File: src/design/mtpc_pkg.sv
// Shared constants, command codes and result packing for the memory test pattern checker.
`default_nettype none

package mtpc_pkg;

    localparam int DATA_W  = 32;
    localparam int STEP_W  = 8;
    localparam int CMD_W   = 2;
    localparam int WIDTH_W = 2;
    localparam int CFG_IDX_W = 2;

    // Commands carried in the input beat's tuser.
    localparam logic [CMD_W-1:0] CMD_START_WRITE = 2'd0;
    localparam logic [CMD_W-1:0] CMD_WRITE_STEP  = 2'd1;
    localparam logic [CMD_W-1:0] CMD_START_CHECK = 2'd2;
    localparam logic [CMD_W-1:0] CMD_CHECK_STEP  = 2'd3;

    // Configuration register indexes.
    localparam logic [CFG_IDX_W-1:0] REG_START_ADDRESS = 2'd0;
    localparam logic [CFG_IDX_W-1:0] REG_END_ADDRESS   = 2'd1;
    localparam logic [CFG_IDX_W-1:0] REG_ACCESS_WIDTH  = 2'd2;

    // Access width codes; the unused code behaves as a word access.
    localparam logic [WIDTH_W-1:0] WIDTH_BYTE = 2'd0;
    localparam logic [WIDTH_W-1:0] WIDTH_HALF = 2'd1;

    localparam logic [DATA_W-1:0] START_ADDRESS_RST = 32'h0000_2000;
    localparam logic [DATA_W-1:0] END_ADDRESS_RST   = 32'h0000_4000;
    localparam logic [DATA_W-1:0] SEED_ALL          = 32'h4433_2211;
    localparam logic [DATA_W-1:0] COUNT_MAX         = 32'hFFFF_FFFF;

    localparam int RES_PAD_W = 6;

    // Result beat payload; the last member sits in the lowest bits.
    typedef struct packed {
        logic [RES_PAD_W-1:0] pad;
        logic [DATA_W-1:0]    first_error_data;
        logic [DATA_W-1:0]    first_error_address;
        logic [DATA_W-1:0]    error_count;
        logic                 pass_done;
        logic                 mismatch;
        logic [DATA_W-1:0]    pattern_data;
        logic [DATA_W-1:0]    address;
    } result_t;

    localparam int RES_W = $bits(result_t);

    function automatic logic [DATA_W-1:0] width_mask(input logic [WIDTH_W-1:0] w);
        logic [DATA_W-1:0] m;
        case (w)
            WIDTH_BYTE: m = 32'h0000_00FF;
            WIDTH_HALF: m = 32'h0000_FFFF;
            default:    m = 32'hFFFF_FFFF;
        endcase
        return m;
    endfunction

    function automatic logic [2:0] width_bytes(input logic [WIDTH_W-1:0] w);
        logic [2:0] b;
        case (w)
            WIDTH_BYTE: b = 3'd1;
            WIDTH_HALF: b = 3'd2;
            default:    b = 3'd4;
        endcase
        return b;
    endfunction

endpackage

`default_nettype wire

File: src/design/memory_test_pattern_checker_top.sv
// Memory write/read/verify self-test engine with a skid-buffered result stream.
// A result beat is registered in the output register, or in the skid register during a result stall.
// Throughput: one input beat per cycle while the skid register is empty.
// A result register and a skid register take one more input beat during a result stall.
// Reset (aresetn low, synchronous) restores the configuration defaults and the seed
// pattern, and clears the error capture and both output entries.
`default_nettype none

module memory_test_pattern_checker_top (
    input  wire logic                              aclk,
    input  wire logic                              aresetn,
    input  wire logic                              cfg_we,
    input  wire logic [mtpc_pkg::CFG_IDX_W-1:0]    cfg_addr,
    input  wire logic [mtpc_pkg::DATA_W-1:0]       cfg_data,
    input  wire logic                              s_tvalid,
    output logic                                   s_tready,
    input  wire logic [mtpc_pkg::DATA_W-1:0]       s_tdata,  // read_data
    input  wire logic [mtpc_pkg::CMD_W-1:0]        s_tuser,  // cmd
    output logic                                   m_tvalid,
    input  wire logic                              m_tready,
    // address, pattern_data, mismatch, pass_done, error_count,
    // first_error_address, first_error_data, zero fill
    output logic [mtpc_pkg::RES_W-1:0]             m_tdata,
    output logic                                   m_tuser   // valid_res
);

    // Configuration registers
    logic [mtpc_pkg::DATA_W-1:0]  start_address_reg;
    logic [mtpc_pkg::DATA_W-1:0]  end_address_reg;
    logic [mtpc_pkg::WIDTH_W-1:0] access_width_reg;

    // Test state
    logic [mtpc_pkg::DATA_W-1:0] position_reg, position_next;
    logic [mtpc_pkg::DATA_W-1:0] pattern_reg, pattern_next;
    logic [mtpc_pkg::STEP_W-1:0] step_reg, step_next;
    logic [mtpc_pkg::DATA_W-1:0] total_reg, total_next;
    logic [mtpc_pkg::DATA_W-1:0] fail_addr_reg, fail_addr_next;
    logic [mtpc_pkg::DATA_W-1:0] fail_data_reg, fail_data_next;

    // Output entries
    logic                    out_valid_reg, skid_valid_reg;
    mtpc_pkg::result_t       out_data_reg, skid_data_reg;
    logic                    out_user_reg, skid_user_reg;

    logic                        accept;
    logic [mtpc_pkg::DATA_W-1:0] mask;
    logic [mtpc_pkg::DATA_W:0]   pos_sum;
    logic [mtpc_pkg::DATA_W-1:0] pos_adv;
    logic [mtpc_pkg::STEP_W-1:0] step_inc;
    logic [mtpc_pkg::DATA_W-1:0] rd_masked;
    logic                        in_region;
    logic                        is_start;
    logic                        miss;
    mtpc_pkg::result_t           res;
    logic                        res_valid;

    assign s_tready = !skid_valid_reg;
    assign accept   = s_tvalid && s_tready;

    always_comb begin
        mask      = mtpc_pkg::width_mask(access_width_reg);
        pos_sum   = {1'b0, position_reg} + {{(mtpc_pkg::DATA_W-2){1'b0}},
                                            mtpc_pkg::width_bytes(access_width_reg)};
        pos_adv   = pos_sum[mtpc_pkg::DATA_W] ? mtpc_pkg::COUNT_MAX
                                              : pos_sum[mtpc_pkg::DATA_W-1:0];
        step_inc  = step_reg + 8'd1;
        rd_masked = s_tdata & mask;
        in_region = position_reg < end_address_reg;
        is_start  = (s_tuser == mtpc_pkg::CMD_START_WRITE)
                 || (s_tuser == mtpc_pkg::CMD_START_CHECK);

        position_next  = position_reg;
        pattern_next   = pattern_reg;
        step_next      = step_reg;
        total_next     = total_reg;
        fail_addr_next = fail_addr_reg;
        fail_data_next = fail_data_reg;
        miss           = 1'b0;
        res_valid      = 1'b0;
        res.address      = position_reg;
        res.pattern_data = pattern_reg & mask;

        if (is_start) begin
            if (s_tuser == mtpc_pkg::CMD_START_WRITE) begin
                total_next     = '0;
                fail_addr_next = '0;
                fail_data_next = '0;
            end
            position_next    = start_address_reg;
            pattern_next     = mtpc_pkg::SEED_ALL & mask;
            step_next        = '0;
            res.address      = start_address_reg;
            res.pattern_data = mtpc_pkg::SEED_ALL & mask;
        end else if (in_region) begin
            res_valid = 1'b1;
            if (s_tuser == mtpc_pkg::CMD_CHECK_STEP && rd_masked != (pattern_reg & mask)) begin
                miss = 1'b1;
                if (total_reg == '0) begin
                    fail_addr_next = position_reg;
                    fail_data_next = rd_masked;
                end
                if (total_reg != mtpc_pkg::COUNT_MAX) begin
                    total_next = total_reg + 32'd1;
                end
            end
            position_next = pos_adv;
            step_next     = step_inc;
            pattern_next  = pattern_reg ^ {4{step_inc}};
        end

        res.pad                 = '0;
        res.mismatch            = miss;
        res.pass_done           = position_next >= end_address_reg;
        res.error_count         = total_next;
        res.first_error_address = fail_addr_next;
        res.first_error_data    = fail_data_next;
    end

    // Configuration and test state
    always_ff @(posedge aclk) begin
        if (!aresetn) begin
            start_address_reg <= mtpc_pkg::START_ADDRESS_RST;
            end_address_reg   <= mtpc_pkg::END_ADDRESS_RST;
            access_width_reg  <= mtpc_pkg::WIDTH_BYTE;
            position_reg      <= mtpc_pkg::START_ADDRESS_RST;
            pattern_reg       <= mtpc_pkg::SEED_ALL & mtpc_pkg::width_mask(mtpc_pkg::WIDTH_BYTE);
            step_reg          <= '0;
            total_reg         <= '0;
            fail_addr_reg     <= '0;
            fail_data_reg     <= '0;
        end else begin
            if (cfg_we) begin
                case (cfg_addr)
                    mtpc_pkg::REG_START_ADDRESS: start_address_reg <= cfg_data;
                    mtpc_pkg::REG_END_ADDRESS:   end_address_reg   <= cfg_data;
                    mtpc_pkg::REG_ACCESS_WIDTH:
                        access_width_reg <= cfg_data[mtpc_pkg::WIDTH_W-1:0];
                    default: ;
                endcase
            end
            if (accept) begin
                position_reg  <= position_next;
                pattern_reg   <= pattern_next;
                step_reg      <= step_next;
                total_reg     <= total_next;
                fail_addr_reg <= fail_addr_next;
                fail_data_reg <= fail_data_next;
            end
        end
    end

    // Output entry control
    always_ff @(posedge aclk) begin
        if (!aresetn) begin
            out_valid_reg  <= 1'b0;
            skid_valid_reg <= 1'b0;
        end else if (m_tready || !out_valid_reg) begin
            if (skid_valid_reg) begin
                out_valid_reg  <= 1'b1;
                skid_valid_reg <= 1'b0;
            end else begin
                out_valid_reg <= accept;
            end
        end else if (accept) begin
            skid_valid_reg <= 1'b1;
        end
    end

    // Output entry payload
    always_ff @(posedge aclk) begin
        if (m_tready || !out_valid_reg) begin
            if (skid_valid_reg) begin
                out_data_reg <= skid_data_reg;
                out_user_reg <= skid_user_reg;
            end else if (accept) begin
                out_data_reg <= res;
                out_user_reg <= res_valid;
            end
        end else if (accept) begin
            skid_data_reg <= res;
            skid_user_reg <= res_valid;
        end
    end

    assign m_tvalid = out_valid_reg;
    assign m_tdata  = out_data_reg;
    assign m_tuser  = out_user_reg;

endmodule

`default_nettype wire

File: config.mk
export PLATFORM = sky130hd
export DESIGN_NAME = memory_test_pattern_checker_top
export DESIGN_NICKNAME = d
export VERILOG_FILES = /design/src/design/mtpc_pkg.sv /design/src/design/memory_test_pattern_checker_top.sv
export SDC_FILE = /design/constraint.sdc
export NUM_CORES = 1
export LEC_CHECK = 0
export BUFFER_PORTS_ARGS = -buffer_cell sky130_fd_sc_hd__buf_2
export CAP_MARGIN = 20
export CORE_MARGIN = 8
export CORE_UTILIZATION = 33
export DETAILED_ROUTE_END_ITERATION = 12
export GPL_TIMING_DRIVEN = 0
export PLACE_DENSITY = 0.6
export SLEW_MARGIN = 20
export SYNTH_ARGS = -nofsm -noshare
export SYNTH_HDL_FRONTEND = slang
export SYNTH_SLANG_ARGS = --single-unit
File: constraint.sdc
create_clock -name aclk -period 10.6 [get_ports aclk]
set_input_delay 2.12 -clock aclk [delete_from_list [all_inputs] [get_ports aclk]]
set_output_delay 2.12 -clock aclk [all_outputs]
set_load 0.05 [all_outputs]
==> impl_metrics.env <==
export IMPL_most_area_consuming_cells_after_synthesis="edfxtp_1, dfxtp_1, mux2_2, nand2_1, ha_1"
export IMPL_numClockSinks=562
export IMPL_worst_slew_margin_rel_pct=20.1
export IMPL_drv_cap=0
export IMPL_area_of_combinational_cells_with_multiple_inputs_um2=11200
export IMPL_die_h_um=301
export IMPL_grt_pass1_vias=20990
export IMPL_post_synth_arst_share_pct=0
export IMPL_synth_seq_area_share_pct=54.3
export IMPL_cts_made_buffers=61
export IMPL_detailedPlace_worstSlack_ns=3.68
export IMPL_via_density=5.40
export IMPL_place_congestion=0.953
export IMPL_highest_ir_drop_seen_on_vdd_uv=139
export IMPL_syn_to_final_growth_pct=19.3
export IMPL_global_route_usage_total_pct=19.9
export IMPL_postRouteAntennaNets=0
export IMPL_cts_root_buffer="clkbuf_16"
export IMPL_synth_top_family_by_area="simple AND/OR/NAND/NOR gates"
export IMPL_cts_tree="done"
export IMPL_post_cts_resize_count=0
export IMPL_synth_most_common_cell="nand2_1"
export IMPL_power_density_nw_per_um2=174
export IMPL_core_region_area_um2=80400
export IMPL_place_hpwl_um=69800
export IMPL_yosysTopAreaCellShare_pct=36.6
export IMPL_rows=104
export IMPL_synth_edff_count=326
export IMPL_timing_critical_path_arrival_ns=7.32
export IMPL_number_of_buffers_added_on_ports=236
export IMPL_regArea_um2=14500
export IMPL_timing_worst_slew_pin_value_ns=1.19
export IMPL_initial_core_util_pct=33.2
export IMPL_wire_length_of_the_first_global_routing_pass_um=138000
export IMPL_post_synth_cell_area_avg_um2=10.4
export IMPL_final_layout_size_suffix_gt1_share_pct=19.6
export IMPL_cts_htree_levels=2
export IMPL_adder_and_majority_cell_fraction_of_the_synthesized_area_pct=3.31
export IMPL_io_pin_count=244
export IMPL_skew_ns=0.0330
export IMPL_synthMuxAreaShare_pct=6.87
export IMPL_final_ws_setup_ns=3.67
export IMPL_layout_cell_area_non_filler_um2=31900
export IMPL_layout_nets=3026
export IMPL_fin_total_pwr_mw=5.53
export IMPL_number_of_hold_buffers_added_after_cts=0
export IMPL_antenna_found_initial=13
export IMPL_critical_path_max_fanout=10
export IMPL_clockBufferDepth=3
export IMPL_grt_overflow_total=0
export IMPL_startpoint_type="flop"
export IMPL_hold_slack_ns=0.456
export IMPL_die_x_um=301
export IMPL_grt_setup_unrepaired="false"
export IMPL_synth_compound_gate_area_share_pct=13.4
export IMPL_stdcell_count=4005
export IMPL_r2r_slack_ns=3.67
export IMPL_routed_len_inst_um=23.4
export IMPL_outcome="complete, no violations"
export IMPL_finalHoldViolCount=0
export IMPL_synth_simple_gate_area_share_pct=15.7
export IMPL_final_fill_count=7989
export IMPL_critPathMostFrequentCell="a21oi_1"
export IMPL_max_clock_freq_mhz=144
export IMPL_vias=21630
export IMPL_netlist_top_cell_by_area="edfxtp_1"
export IMPL_placed_cell_area_um2=29600
export IMPL_netlist_cell_type_count=82
export IMPL_post_route_drc_count=0
export IMPL_die_area_um2=90300
export IMPL_timing_critical_path_to_type="flop"
export IMPL_critical_path_max_stage_delay_ns=0.94
export IMPL_leakage_nw=12.0
export IMPL_largest_net_degree_at_the_start_of_global_routing=27
export IMPL_worstPathCellList="clkbuf_1, or2_2, clkbuf_1, inv_1, ha_1, fa_1, a21oi_1, nor4_1, nand3_1, nor2_1, a21oi_1, clkbuf_1, a21oi_1, ha_1, a21o_1, a21o_1, a21oi_1, o221a_2, o311ai_1, buf_2, mux2_2"
export IMPL_critical_path_slowest_cell="nor2_1"
export IMPL_post_synth_xor_area_fraction_pct=2.49
export IMPL_timing_final_crit_period_ns=6.93
export IMPL_final_min_period_over_clock_period_pct=65.4
export IMPL_postRouteWirelength_um=93600
export IMPL_cts_setup_buffers=0
export IMPL_firstDrtPassIters=6
export IMPL_syn_instance_count=2563
export IMPL_clock_latency_ns=0.67
export IMPL_slew_violations=0
export IMPL_timing_final_setup_violations=0
export IMPL_synth_common_cells="nand2_1, edfxtp_1, dfxtp_1"
export IMPL_leading_register_cell_type_out_of_synthesis="edfxtp_1"
export IMPL_ys_warn_count=0
export IMPL_synthesis_area_um2=26700
export IMPL_critPathRequiredTime_ns=10.99
export IMPL_drt_initial_drc_count=2214
export IMPL_ys_seq_elements=562
export IMPL_cts_clk_slew_worst_paths_ns=0.06
export IMPL_path_class="flop to flop"
export IMPL_hold_path_class="flop to flop"
export IMPL_numPlacedInstances=3880
[critical path: cells and delay by family (launching register included)]
kind | cells | cell delay, ns
compound gates | 8 | 1.78
mux | 1 | 0.27
buf+inv | 5 | 1.37
simple gates | 4 | 2.11
fa+ha+maj | 3 | 0.74
flops | 1 | 0.40
[power breakdown]
group	total, mW	switching [mW]	internal [mW]
Combinational	0.735	0.547	0.188
Sequential	2.44	0.0463	2.39
Clock	2.36	0.979	1.38
Total	5.53	1.57	3.96
[area by class of cell]
class	instances	area share [%]
diodes	9	0.0706
well taps	1060	4.16
multi-input cells	1750	35.2
flip-flops and latches	562	45.5
repair buffers	252	4.85
inverters	61	0.718
plain buffers	195	2.53
clock inverters	44	1.87
clock buffers	72	5.08
[metal layers]
layer | global-route usage (%) | vias up | part of all wire (%)
met4 | 6.72 | 10 | 3.1
met3 | 4.20 | 192 | 8.6
met2 | 31.6 | 984 | 45
met1 | 26.9 | 10394 | 43
li1 | - | 10050 | -
met5 | 0 | - | 0.065
[metrics by stage]
step	util (%)	TNS, ns
6_report	39.6	0
4_1_cts	39.6	0
5_1_grt	39.6	0
3_3_place_gp	36.4	-1358.82
2_1_floorplan	-	0
3_5_place_dp	36.9	0
[cell usage in the layout, fill, tap and decap left out, drive strengths merged, types with 64 or more instances in the layout]
cell,synthesis,routed
ha,69,69
nand3,82,82
nor2,101,101
edfxtp,326,326
dfxtp,236,236
inv,61,68
a21oi,133,133
xnor2,64,64
clkbuf,140,212
buf,55,307
nand2,409,409
a22o,64,64
o21ai,148,148
mux2,140,140
[worst paths after layout]
| check | cells after the start | end | start |
|---|---|---|---|
| min | 2 | end_address_reg[10]$_SDFFE_PN0P_ | end_address_reg[10]$_SDFFE_PN0P_ |
| max | 21 | m_tdata[65]$_DFFE_PP_ | access_width_reg[1]$_SDFFE_PN0P_ |
| max reg2reg | 21 | m_tdata[65]$_DFFE_PP_ | access_width_reg[1]$_SDFFE_PN0P_ |
| min reg2reg | 2 | end_address_reg[10]$_SDFFE_PN0P_ | end_address_reg[10]$_SDFFE_PN0P_ |
[cells by family (layout without fill, tap and decap cells)]
| group | count (synthesis) | after routing |
|---|---|---|
| XOR/XNOR | 76 | 76 |
| other | 1 | 15 |
| flip-flops | 562 | 562 |
| buffers and inverters | 256 | 624 |
| AO/OA/AOI/OAI | 553 | 553 |
| multiplexers | 166 | 166 |
| AND/OR/NAND/NOR | 879 | 879 |
| adder cells (fa/ha/maj) | 70 | 70 |
No activity file was read; power rests on OpenSTA's default activity.
